--- config.mk ---
export PLATFORM = sky130hd
export DESIGN_NAME = echo_presence_majority_filter
export DESIGN_NICKNAME = d
export VERILOG_FILES = /design/src/rtl/epmf_pkg.sv /design/src/rtl/epmf_window.sv /design/src/rtl/echo_presence_majority_filter.sv
export SDC_FILE = /design/constraint.sdc
export NUM_CORES = 1
export LEC_CHECK = 0
export BUFFER_PORTS_ARGS = -buffer_cell sky130_fd_sc_hd__clkbuf_2
export CAP_MARGIN = 15
export CORE_MARGIN = 3
export CORE_UTILIZATION = 30
export DETAILED_ROUTE_END_ITERATION = 6
export SYNTH_ARGS = -nofsm -noshare
export SYNTH_HDL_FRONTEND = slang
export SYNTH_HIERARCHICAL = 1
export SYNTH_SLANG_ARGS = --single-unit
--- constraint.sdc ---
create_clock -name clock -period 8.26 [get_ports clock]
set_input_delay 1.239 -clock clock [delete_from_list [all_inputs] [get_ports clock]]
set_output_delay 1.239 -clock clock [all_outputs]
set_load 0.05 [all_outputs]
--- src/rtl/epmf_pkg.sv ---
// constants and types shared by the echo presence majority filter
// no dependencies

package epmf_pkg;

   parameter int WindowDepthDefault = 7;

   parameter int EchoW    = 16;
   parameter int StampW   = 32;
   parameter int FillOutW = 3;
   parameter int CsrAddrW = 3;
   parameter int CsrDataW = 32;

   parameter int ReqDataW = 48;
   parameter int RspDataW = 40;

   parameter logic [EchoW-1:0] RejectLimitUs = 16'd2;

   typedef enum logic [0:0] {
      RegThreshold = 1'b0
   } csr_reg_type;

endpackage

--- src/rtl/epmf_window.sv ---
// window of the last accepted echo readings with the majority vote
// depends on epmf_pkg

module epmf_window #(
   parameter int WindowDepth = epmf_pkg::WindowDepthDefault,
   parameter int FillW       = $clog2(WindowDepth + 1)
) (
   input  logic                       clock,
   input  logic                       reset,
   input  logic                       push,
   input  logic [epmf_pkg::EchoW-1:0] push_echo,
   input  logic [epmf_pkg::EchoW-1:0] threshold,
   output logic [FillW-1:0]           fill,
   output logic [FillW-1:0]           fill_next,
   output logic                       vote_next
);

   logic [epmf_pkg::EchoW-1:0] win_ff [WindowDepth];
   logic [epmf_pkg::EchoW-1:0] win_in [WindowDepth];
   logic [FillW-1:0]           fill_ff;
   logic [FillW-1:0]           fill_in;
   logic                       full;
   logic [FillW-1:0]           high_cnt;

   assign full      = (fill_ff == FillW'(WindowDepth));
   assign fill_next = full ? fill_ff : fill_ff + 1'b1;
   assign fill      = fill_ff;

   // shift when full, otherwise append at the fill position
   for (genvar i = 0; i < WindowDepth; i++) begin : g_entry
      if (i == WindowDepth - 1) begin : g_last
         always_comb begin
            if (full || fill_ff == FillW'(i)) begin
               win_in[i] = push_echo;
            end else begin
               win_in[i] = win_ff[i];
            end
         end
      end else begin : g_mid
         always_comb begin
            if (full) begin
               win_in[i] = win_ff[i+1];
            end else if (fill_ff == FillW'(i)) begin
               win_in[i] = push_echo;
            end else begin
               win_in[i] = win_ff[i];
            end
         end
      end
   end

   always_comb begin
      high_cnt = '0;
      for (int i = 0; i < WindowDepth; i++) begin
         if (FillW'(i) < fill_next && win_in[i] > threshold) begin
            high_cnt = high_cnt + 1'b1;
         end
      end
   end

   assign vote_next = ({high_cnt, 1'b0} > {1'b0, fill_next});
   assign fill_in   = push ? fill_next : fill_ff;

   always_ff @(posedge clock) begin
      if (reset) begin
         fill_ff <= '0;
      end else begin
         fill_ff <= fill_in;
      end
   end

   always_ff @(posedge clock) begin
      if (push) begin
         win_ff <= win_in;
      end
   end

endmodule

--- src/rtl/echo_presence_majority_filter.sv ---
// echo presence majority filter, top level
// path: req is captured in the input register, then the result register drives rsp_tvalid
// throughput: one transaction per cycle unless rsp stalls; single-pass window update and vote
// reset: synchronous active high; clears threshold, window fill, detection and stamp
// depends on epmf_pkg and epmf_window

module echo_presence_majority_filter #(
   parameter int WindowDepth = epmf_pkg::WindowDepthDefault
) (
   input  logic                          clock,
   input  logic                          reset,
   // echo_us [15:0], now_ms [47:16]
   input  logic [epmf_pkg::ReqDataW-1:0] req_tdata,
   input  logic                          req_tvalid,
   output logic                          req_tready,
   // detected [0], rejected [1], fill_count [4:2], last_change_ms [36:5], zero [39:37]
   output logic [epmf_pkg::RspDataW-1:0] rsp_tdata,
   output logic                          rsp_tvalid,
   input  logic                          rsp_tready,
   input  logic                          csr_psel,
   input  logic                          csr_penable,
   input  logic                          csr_pwrite,
   input  logic [epmf_pkg::CsrAddrW-1:0] csr_paddr,
   input  logic [epmf_pkg::CsrDataW-1:0] csr_pwdata,
   output logic [epmf_pkg::CsrDataW-1:0] csr_prdata,
   output logic                          csr_pready
);

   localparam int FillW = $clog2(WindowDepth + 1);

   logic [epmf_pkg::EchoW-1:0]  thresh_ff, thresh_in;
   logic                        in_valid_ff, in_valid_in;
   logic [epmf_pkg::EchoW-1:0]  in_echo_ff, in_echo_in;
   logic [epmf_pkg::StampW-1:0] in_now_ff, in_now_in;
   logic                        detect_ff, detect_in;
   logic [epmf_pkg::StampW-1:0] stamp_ff, stamp_in;
   logic                        out_valid_ff, out_valid_in;
   logic                        out_detected_ff, out_detected_in;
   logic                        out_rejected_ff, out_rejected_in;
   logic [epmf_pkg::FillOutW-1:0] out_fill_ff, out_fill_in;
   logic [epmf_pkg::StampW-1:0] out_stamp_ff, out_stamp_in;

   logic             stage_go;
   logic             rejected;
   logic             push;
   logic             csr_wr;
   logic             sel_thresh;
   logic [FillW-1:0] fill;
   logic [FillW-1:0] fill_next;
   logic [FillW-1:0] sel_fill;
   logic [FillW+2:0] fill_ext;
   logic             vote_next;

   // config port
   assign csr_pready = 1'b1;
   assign sel_thresh = (csr_paddr[2:2] == epmf_pkg::RegThreshold);
   assign csr_wr     = csr_psel & csr_penable & csr_pwrite & csr_pready;
   assign thresh_in  = (csr_wr && sel_thresh) ? csr_pwdata[epmf_pkg::EchoW-1:0] : thresh_ff;
   assign csr_prdata = sel_thresh
                       ? {{(epmf_pkg::CsrDataW - epmf_pkg::EchoW){1'b0}}, thresh_ff}
                       : '0;

   // handshake
   assign stage_go   = in_valid_ff & (~out_valid_ff | rsp_tready);
   assign req_tready = ~in_valid_ff | stage_go;

   always_comb begin
      in_valid_in = in_valid_ff;
      in_echo_in  = in_echo_ff;
      in_now_in   = in_now_ff;
      if (req_tvalid && req_tready) begin
         in_valid_in = 1'b1;
         in_echo_in  = req_tdata[epmf_pkg::EchoW-1:0];
         in_now_in   = req_tdata[epmf_pkg::EchoW +: epmf_pkg::StampW];
      end else if (stage_go) begin
         in_valid_in = 1'b0;
      end
   end

   assign rejected = (in_echo_ff <= epmf_pkg::RejectLimitUs);
   assign push     = stage_go & ~rejected;

   epmf_window #(
      .WindowDepth (WindowDepth),
      .FillW       (FillW)
   ) u_window (
      .clock     (clock),
      .reset     (reset),
      .push      (push),
      .push_echo (in_echo_ff),
      .threshold (thresh_ff),
      .fill      (fill),
      .fill_next (fill_next),
      .vote_next (vote_next)
   );

   assign sel_fill = rejected ? fill : fill_next;
   assign fill_ext = {3'b000, sel_fill};

   always_comb begin
      detect_in = detect_ff;
      stamp_in  = stamp_ff;
      if (push) begin
         detect_in = vote_next;
         if (vote_next != detect_ff) begin
            stamp_in = in_now_ff;
         end
      end
   end

   always_comb begin
      out_valid_in    = out_valid_ff;
      out_detected_in = out_detected_ff;
      out_rejected_in = out_rejected_ff;
      out_fill_in     = out_fill_ff;
      out_stamp_in    = out_stamp_ff;
      if (stage_go) begin
         out_valid_in    = 1'b1;
         out_detected_in = detect_in;
         out_rejected_in = rejected;
         out_fill_in     = fill_ext[epmf_pkg::FillOutW-1:0];
         out_stamp_in    = stamp_in;
      end else if (rsp_tready) begin
         out_valid_in = 1'b0;
      end
   end

   assign rsp_tvalid = out_valid_ff;
   assign rsp_tdata  = {3'b000, out_stamp_ff, out_fill_ff, out_rejected_ff, out_detected_ff};

   always_ff @(posedge clock) begin
      if (reset) begin
         thresh_ff    <= '0;
         in_valid_ff  <= 1'b0;
         detect_ff    <= 1'b0;
         stamp_ff     <= '0;
         out_valid_ff <= 1'b0;
      end else begin
         thresh_ff    <= thresh_in;
         in_valid_ff  <= in_valid_in;
         detect_ff    <= detect_in;
         stamp_ff     <= stamp_in;
         out_valid_ff <= out_valid_in;
      end
   end

   always_ff @(posedge clock) begin
      in_echo_ff      <= in_echo_in;
      in_now_ff       <= in_now_in;
      out_detected_ff <= out_detected_in;
      out_rejected_ff <= out_rejected_in;
      out_fill_ff     <= out_fill_in;
      out_stamp_ff    <= out_stamp_in;
   end

   // window never holds more than its depth
   a_fill_bound: assert property (@(posedge clock) disable iff (reset)
      fill <= FillW'(WindowDepth))
      else $error("window fill above depth");

   // fill only grows between resets
   a_fill_grows: assert property (@(posedge clock) disable iff (reset)
      !$past(reset) |-> fill >= $past(fill))
      else $error("window fill decreased");

   // a change of detection records the timestamp of that transaction
   a_stamp_on_change: assert property (@(posedge clock) disable iff (reset)
      (!$past(reset) && detect_ff != $past(detect_ff)) |-> stamp_ff == $past(in_now_ff))
      else $error("detection changed without timestamp update");

   // a rejected reading leaves the window untouched
   a_reject_no_push: assert property (@(posedge clock) disable iff (reset)
      (stage_go && rejected) |=> fill == $past(fill))
      else $error("rejected reading changed the window");

endmodule

==> results of run 1 <==
[how the worst max path moves through the flow]
stage,start,to,slack [ns],depth (start not counted)
after floorplan,u_window/fill[1],out_stamp_ff[10],0.94,38
after global placement,u_window/fill[0],out_stamp_ff[2],0.47,35
after detailed placement,u_window/fill[0],out_stamp_ff[2],0.35,35
after CTS,u_window/fill[0],out_stamp_ff[2],0.31,35
after global routing,u_window/fill[0],out_stamp_ff[0],0.06,36
final,u_window/fill[0],out_stamp_ff[0],0.59,35
[registers in the layout, indices dropped and copies added, names as in the netlist]
| signal | count |
|---|---|
| detect_ff | 1 |
| in_valid_ff | 1 |
| u_window/win_ff | 112 |
| out_detected_ff | 1 |
| stamp_ff | 32 |
| u_window/fill | 3 |
| in_echo_ff | 16 |
| out_fill_ff | 3 |
| in_now_ff | 32 |
| rsp_tvalid | 1 |
| out_rejected_ff | 1 |
| out_stamp_ff | 32 |
| thresh_ff | 16 |
[area by class of cell]
class,count,area [um2],area share [%]
Sequential cell,251,7000,42.6
Tap cell,607,759,4.63
Timing Repair Buffer,152,867,5.28
Multi-Input combinational cell,944,6760,41.1
Inverter,36,136,0.831
Clock inverter,15,176,1.07
Clock buffer,33,728,4.43
[cell usage in the layout (no fill, tap or decap), types with 27 or more instances in the layout]
cell type	instances
a21oi_1	65
a31oi_1	45
clkbuf_16	28
clkbuf_2	126
dfxtp_1	54
edfxtp_1	197
ha_1	124
inv_1	35
mux2_4	28
mux2i_1	81
nand2_1	194
nand2b_1	69
nor2_1	82
nor2b_1	27
o21ai_0	48
[synth_stat cells (22+ instances only)]
library cell | instances | area (um2)
ha_1 | 124 | 1550
nor2b_1 | 27 | 169
nand2b_1 | 70 | 438
mux2_4 | 28 | 420
buf_4 | 25 | 188
a21oi_1 | 65 | 325
mux2_2 | 22 | 248
o21ai_0 | 50 | 250
a31oi_1 | 46 | 288
clkbuf_1 | 47 | 176
dfxtp_1 | 54 | 1080
nand2_1 | 195 | 732
inv_1 | 35 | 131
edfxtp_1 | 197 | 5920
mux2i_1 | 82 | 821
nor2_1 | 83 | 312
[worst min-delay path: cells and delay by family (launching register included)]
family | cells | cell delay (ns)
flops | 1 | 0.31
compound gates | 1 | 0.05
simple gates | 1 | 0.05
[power groups by stage]
stage / clock (mW) / combinational, mW / sequential (mW)
floorplan: 0 / 0.471 / 1.59
global placement: 0 / 0.641 / 1.55
finish: 1.25 / 0.685 / 1.53
detailed placement: 0 / 0.662 / 1.55
global route: 1.33 / 0.756 / 1.54
CTS: 1.28 / 0.663 / 1.53
[cell families (layout without fill, tap and decap cells)]
kind of cell | after synthesis | in the layout | share of synthesized area (%)
buf+inv | 119 | 236 | 4.11
fa+ha+maj | 124 | 124 | 10.9
other cells | 2 | 20 | 0.0528
mux | 132 | 132 | 10.5
compound gates | 224 | 224 | 9.72
flops | 251 | 251 | 49.2
simple gates | 433 | 433 | 14.5
xor+xnor | 11 | 11 | 1.05
[routing by layer]
layer  vias up  routed length, um  share of wire (%)
li1       4876                  -                  -
met1      4772              15400                 45
met2       298              16400                 47
met3        50               2080                6.0
met4         0                673                1.9
met5         -                  0                  0
[per-stage QoR]
step | util, % | setup slack [ns] | power [mW] | std cells | hold WS [ns]
2_1_floorplan | - | 0.937 | 2.07 | 1314 | 0.445
3_3_place_gp | 33.1 | 0.472 | 2.19 | 1987 | 0.455
3_5_place_dp | 33.1 | 0.354 | 2.22 | 1987 | 0.459
4_1_cts | 35.0 | 0.314 | 3.48 | 2035 | 0.467
5_1_grt | 35.2 | 0.0617 | 3.62 | 2038 | 0.487
6_report | 35.2 | 0.587 | 3.46 | 2038 | 0.463
==> out/metrics.yaml, run 1 <==
grt:
  grtUsageMet2_pct: 22.4
  grt_max_degree: 87
  grt_use_met1_pct: 17.7
  globalRouteTotalUtil_pct: 13.2
  grtUsageMet3_pct: 2.12
  grt_pass1_wl_mm: 54.0
  overflow: 0
  grt.busiest_layer: "met2"
  antenna_found_initial: 0
  grt_pass1_vias: 10086
worst_setup_path:
  worst-path-max-fanout: 16
  r2r_slack_ns: 0.59
  slowest_stage: "dfxtp_1"
  crit_buf_inv: 3
  cp-start-kind: "register"
  worstPathRequired_ns: 8.54
  arrival_ns: 7.95
  r2r-start: "u_window/fill[0]"
  end_kind: "register"
  worst_path_most_repeated_cell: "ha_1"
  worstRegToRegCells: 35
  max_stage_delay_ns: 0.46
  critPathTopFamily: "adder cells"
  timing.rr.end: "out_stamp_ff[0]"
  critPathKind: "register to register"
floorplanning:
  rows: 79
  fp.dieH_um: 224
  core_area_um2: 46700
  die_w_um: 224
  io-pin-count: 165
  start_util_pct: 30.5
  dieArea_um2: 50100
power_and_ir_drop:
  combPwrFrac_pct: 19.8
  p_sw_mw: 0.948
  power.leakage_nw: 6.53
  p_int_mw: 2.51
  power.density_nw_per_um2: 211
  swShare_pct: 27.4
  seq_power_share_pct: 44.2
  irDropWorstVdd_uv: 164
  pwr-share-clk_pct: 36.0
route:
  drtIter0Drc: 668
  dr.pass1.iters: 5
  viasPerCell: 4.90
  avgRoutedWirePerCell_um: 17.0
  drt-total-wl_mm: 34.6
  drc: 0
  vias: 9996
  postRouteAntennaNets: 0
timing:
  fmax_mhz: 130
  worstMarginPinSlew_ns: 0.929
  fin_crit_sh_pct: 92.9
  skew_ns: 0.0220
  hold_viol: 0
  fin_crit_ns: 7.67
  rsz0062_at_grt: "false"
  setup_viol: 0
  setup_tns_ns: 0
  relSlewSlack_pct: 37.9
  drv_slew: 0
synth:
  syn_area_per_cell_um2: 11.0
  async_flop_share_pct: 0
  synth.distinct_cells: 64
  synth_ff_type: "edfxtp_1"
  ys_seq_area_share_pct: 49.2
  yosys_register_bits: 251
  syn-instance-count: 1296
  synth_warnings: 6
  synth_enable_flop_cells: 197
  syn_area_um2: 14200
clock_tree:
  htreeDepth: 1
  clk_path_buf_depth: 3
  ctsResizeCount: 0
  cts_setup_buffers: 0
  path_clk_slew_ns: 0.07
  ctsHoldBuffers: 0
  clk_latency_ns: 0.55
  cts_root_buf: "clkbuf_16"
  tritoncts: "done"
  cts.sinks: 251
  cts_buffers: 26
placed_design:
  hpwl_mm: 25.0
  io_buffer_count: 126
  gp_congestion: 0.903
  post_dp_cell_area_um2: 15400
job:
  cap_violations: 0
finish:
  n_fill_cell: 4661
  drive_above_1_share_pct: 19.0
  diodes: 0
  stdcell_area_um2: 16400
  finish.net_count: 1625
  syn2layout_area_growth_pct: 15.5
worst_hold_path:
  hold_class: "register to register"
  hold_end: "thresh_ff[1]"
  min-delay-start: "thresh_ff[1]"
  hold_depth: 2
status:
  status: "finished clean"
(Power assumes the default switching activity.)
==> run 2: changes to the inputs <==
- CORE_UTILIZATION: 30 -> 59
- PLACE_DENSITY: unset -> 0.8
==> out/metrics.yaml, run 2 (synthesized netlist as in run 1, its figures left out) <==
clock_tree:
  cts_root_buf: "clkbuf_16"
  cts_setup_buffers: 0  # unchanged
  path_clk_slew_ns: 0.06  # about the same
  tritoncts: "done"
  clk_latency_ns: 0.52  # -0.03 ns
  ctsHoldBuffers: 0  # unchanged
  htreeDepth: 1  # unchanged
  clk_path_buf_depth: 3  # unchanged
  cts_buffers: 26  # unchanged
  cts.sinks: 251  # unchanged
  ctsResizeCount: 0  # unchanged
timing:
  relSlewSlack_pct: 28.2  # -9.7 points
  setup_tns_ns: 0  # unchanged
  setup_viol: 0  # unchanged
  rsz0062_at_grt: "false"
  skew_ns: 0.0106  # -0.0114 ns
  fmax_mhz: 128  # -1.9%
  hold_viol: 0  # unchanged
  fin_crit_sh_pct: 94.7  # +1.8 points
  drv_slew: 0  # unchanged
  fin_crit_ns: 7.82  # +0.151 ns
  worstMarginPinSlew_ns: 1.08  # +0.148 ns
worst_setup_path:
  worst-path-max-fanout: 20  # +4
  worstPathRequired_ns: 8.53  # about the same
  cp-start-kind: "register"
  arrival_ns: 8.10  # +0.15 ns
  slowest_stage: "mux2_2"
  worst_path_most_repeated_cell: "ha_1"
  max_stage_delay_ns: 0.34  # -0.12 ns
  end_kind: "register"
  crit_buf_inv: 6  # +3
  critPathKind: "register to register"
  critPathTopFamily: "adder cells"
route:
  viasPerCell: 5.77  # +18%
  dr.pass1.iters: 6  # +1
  vias: 10080  # +0.84%
  drc: 0  # unchanged
  drtIter0Drc: 829  # +24%
  avgRoutedWirePerCell_um: 17.6  # +3.8%
  drt-total-wl_mm: 30.8  # -11%
  postRouteAntennaNets: 0  # unchanged
finish:
  diodes: 0  # unchanged
  syn2layout_area_growth_pct: 12.4
  drive_above_1_share_pct: 18.4  # -0.60 points
  largest_reg_flops: 112  # unchanged
  final_common_cell: "edfxtp_1"
  postLayoutCoreUtil_pct: 67.7  # +33 points
  n_fill_cell: 1780  # -62%
  regMostFlops: "u_window/win_ff"
  finish.net_count: 1623  # -0.12%
  layout_common_cells: "edfxtp_1, nand2_1, clkbuf_2, ha_1"
power_and_ir_drop:
  power.leakage_nw: 6.50  # -0.44%
  irDropWorstVdd_uv: 193  # +18%
  power.density_nw_per_um2: 210  # about the same
floorplanning:
  fp.dieH_um: 161  # -28%
  dieArea_um2: 26000  # -48%
  rows: 56  # -29%
  die_w_um: 161  # -28%
  io-pin-count: 165  # unchanged
  core_area_um2: 23600  # -49%
  start_util_pct: 60.2  # +30 points
status:
  status: "finished clean"
placed_design:
  hpwl_mm: 22.0  # -12%
  gp_congestion: 0.893  # -1.1%
  io_buffer_count: 126  # unchanged
worst_hold_path:
  hold_class: "register to register"
grt:
  globalRouteTotalUtil_pct: 23.1  # +9.9 points
  grt_pass1_wl_mm: 49.4  # -8.4%
  grt_pass1_vias: 9975  # -1.1%
  overflow: 0  # unchanged
  grt_max_degree: 87  # unchanged
  antenna_found_initial: 0  # unchanged
job:
  cap_violations: 0  # unchanged
## run 2: changes by cell type in the layout (fill, tap and decap cells not counted), moves of 2 or more
| cell | change |
|---|---|
| buf_12 | +3 |
| buf_4 | -2 |
| bufinv_16 | -2 |
| clkbuf_1 | +7 |
| clkinv_1 | -2 |
| clkinv_2 | -2 |
| clkinvlp_4 | -2 |
## run 2: through the flow
step | setup slack [ns] | hold WS (ns) | area (um2) | cells | power (mW)
global route | 0.0258 | 0.493 | 16000 | 1748 | 3.51
finish | 0.436 | 0.471 | 16000 | 1748 | 3.36
global placement | 0.423 | 0.457 | 15100 | 1700 | 2.18
floorplan | 0.937 | 0.445 | 14300 | 1314 | 2.07
CTS | 0.0970 | 0.472 | 16000 | 1748 | 3.38
detailed placement | 0.172 | 0.464 | 15100 | 1700 | 2.22
## run 2: layer usage
metal | track usage, % | wire (um) | up-vias
li1 | - | - | 4867
met1 | 31.1 | 13200 | 4793
met2 | 39.5 | 14800 | 368
met3 | 3.28 | 1990 | 52
met4 | 6.57 | 779 | 0
met5 | 0 | 0 | -
## run 2: where the power goes
group	internal, mW	switching [mW]	total, mW	leakage [nW]
combinational	0.290	0.387	0.677	3.76
sequential	1.47	0.0514	1.53	2.32
clock	0.698	0.464	1.16	0.419
## run 2: path summary, 6_finish.rpt
check                    from  slack [ns]  cells after the start               to
max          u_window/fill[0]        0.44                     38  out_stamp_ff[0]
max reg2reg  u_window/fill[0]        0.44                     38  out_stamp_ff[0]
min              thresh_ff[8]        0.47                      2     thresh_ff[8]
min reg2reg      thresh_ff[8]        0.47                      2     thresh_ff[8]
## run 2: area by class of cell
cell class / count / area (um2) / area share (%)
well taps: 319 / 399 / 2.50
flip-flops and latches: 251 / 7000 / 43.8
repair buffers: 150 / 861 / 5.39
clock buffers: 41 / 768 / 4.81
clock inverters: 7 / 83.8 / 0.524
multi-input cells: 944 / 6740 / 42.2
inverters: 36 / 136 / 0.853
## run 2: worst min-delay path: stages, from the launching register on
cell     delay, ns
dfxtp_1       0.32
nand2_1       0.05
a21oi_1       0.05
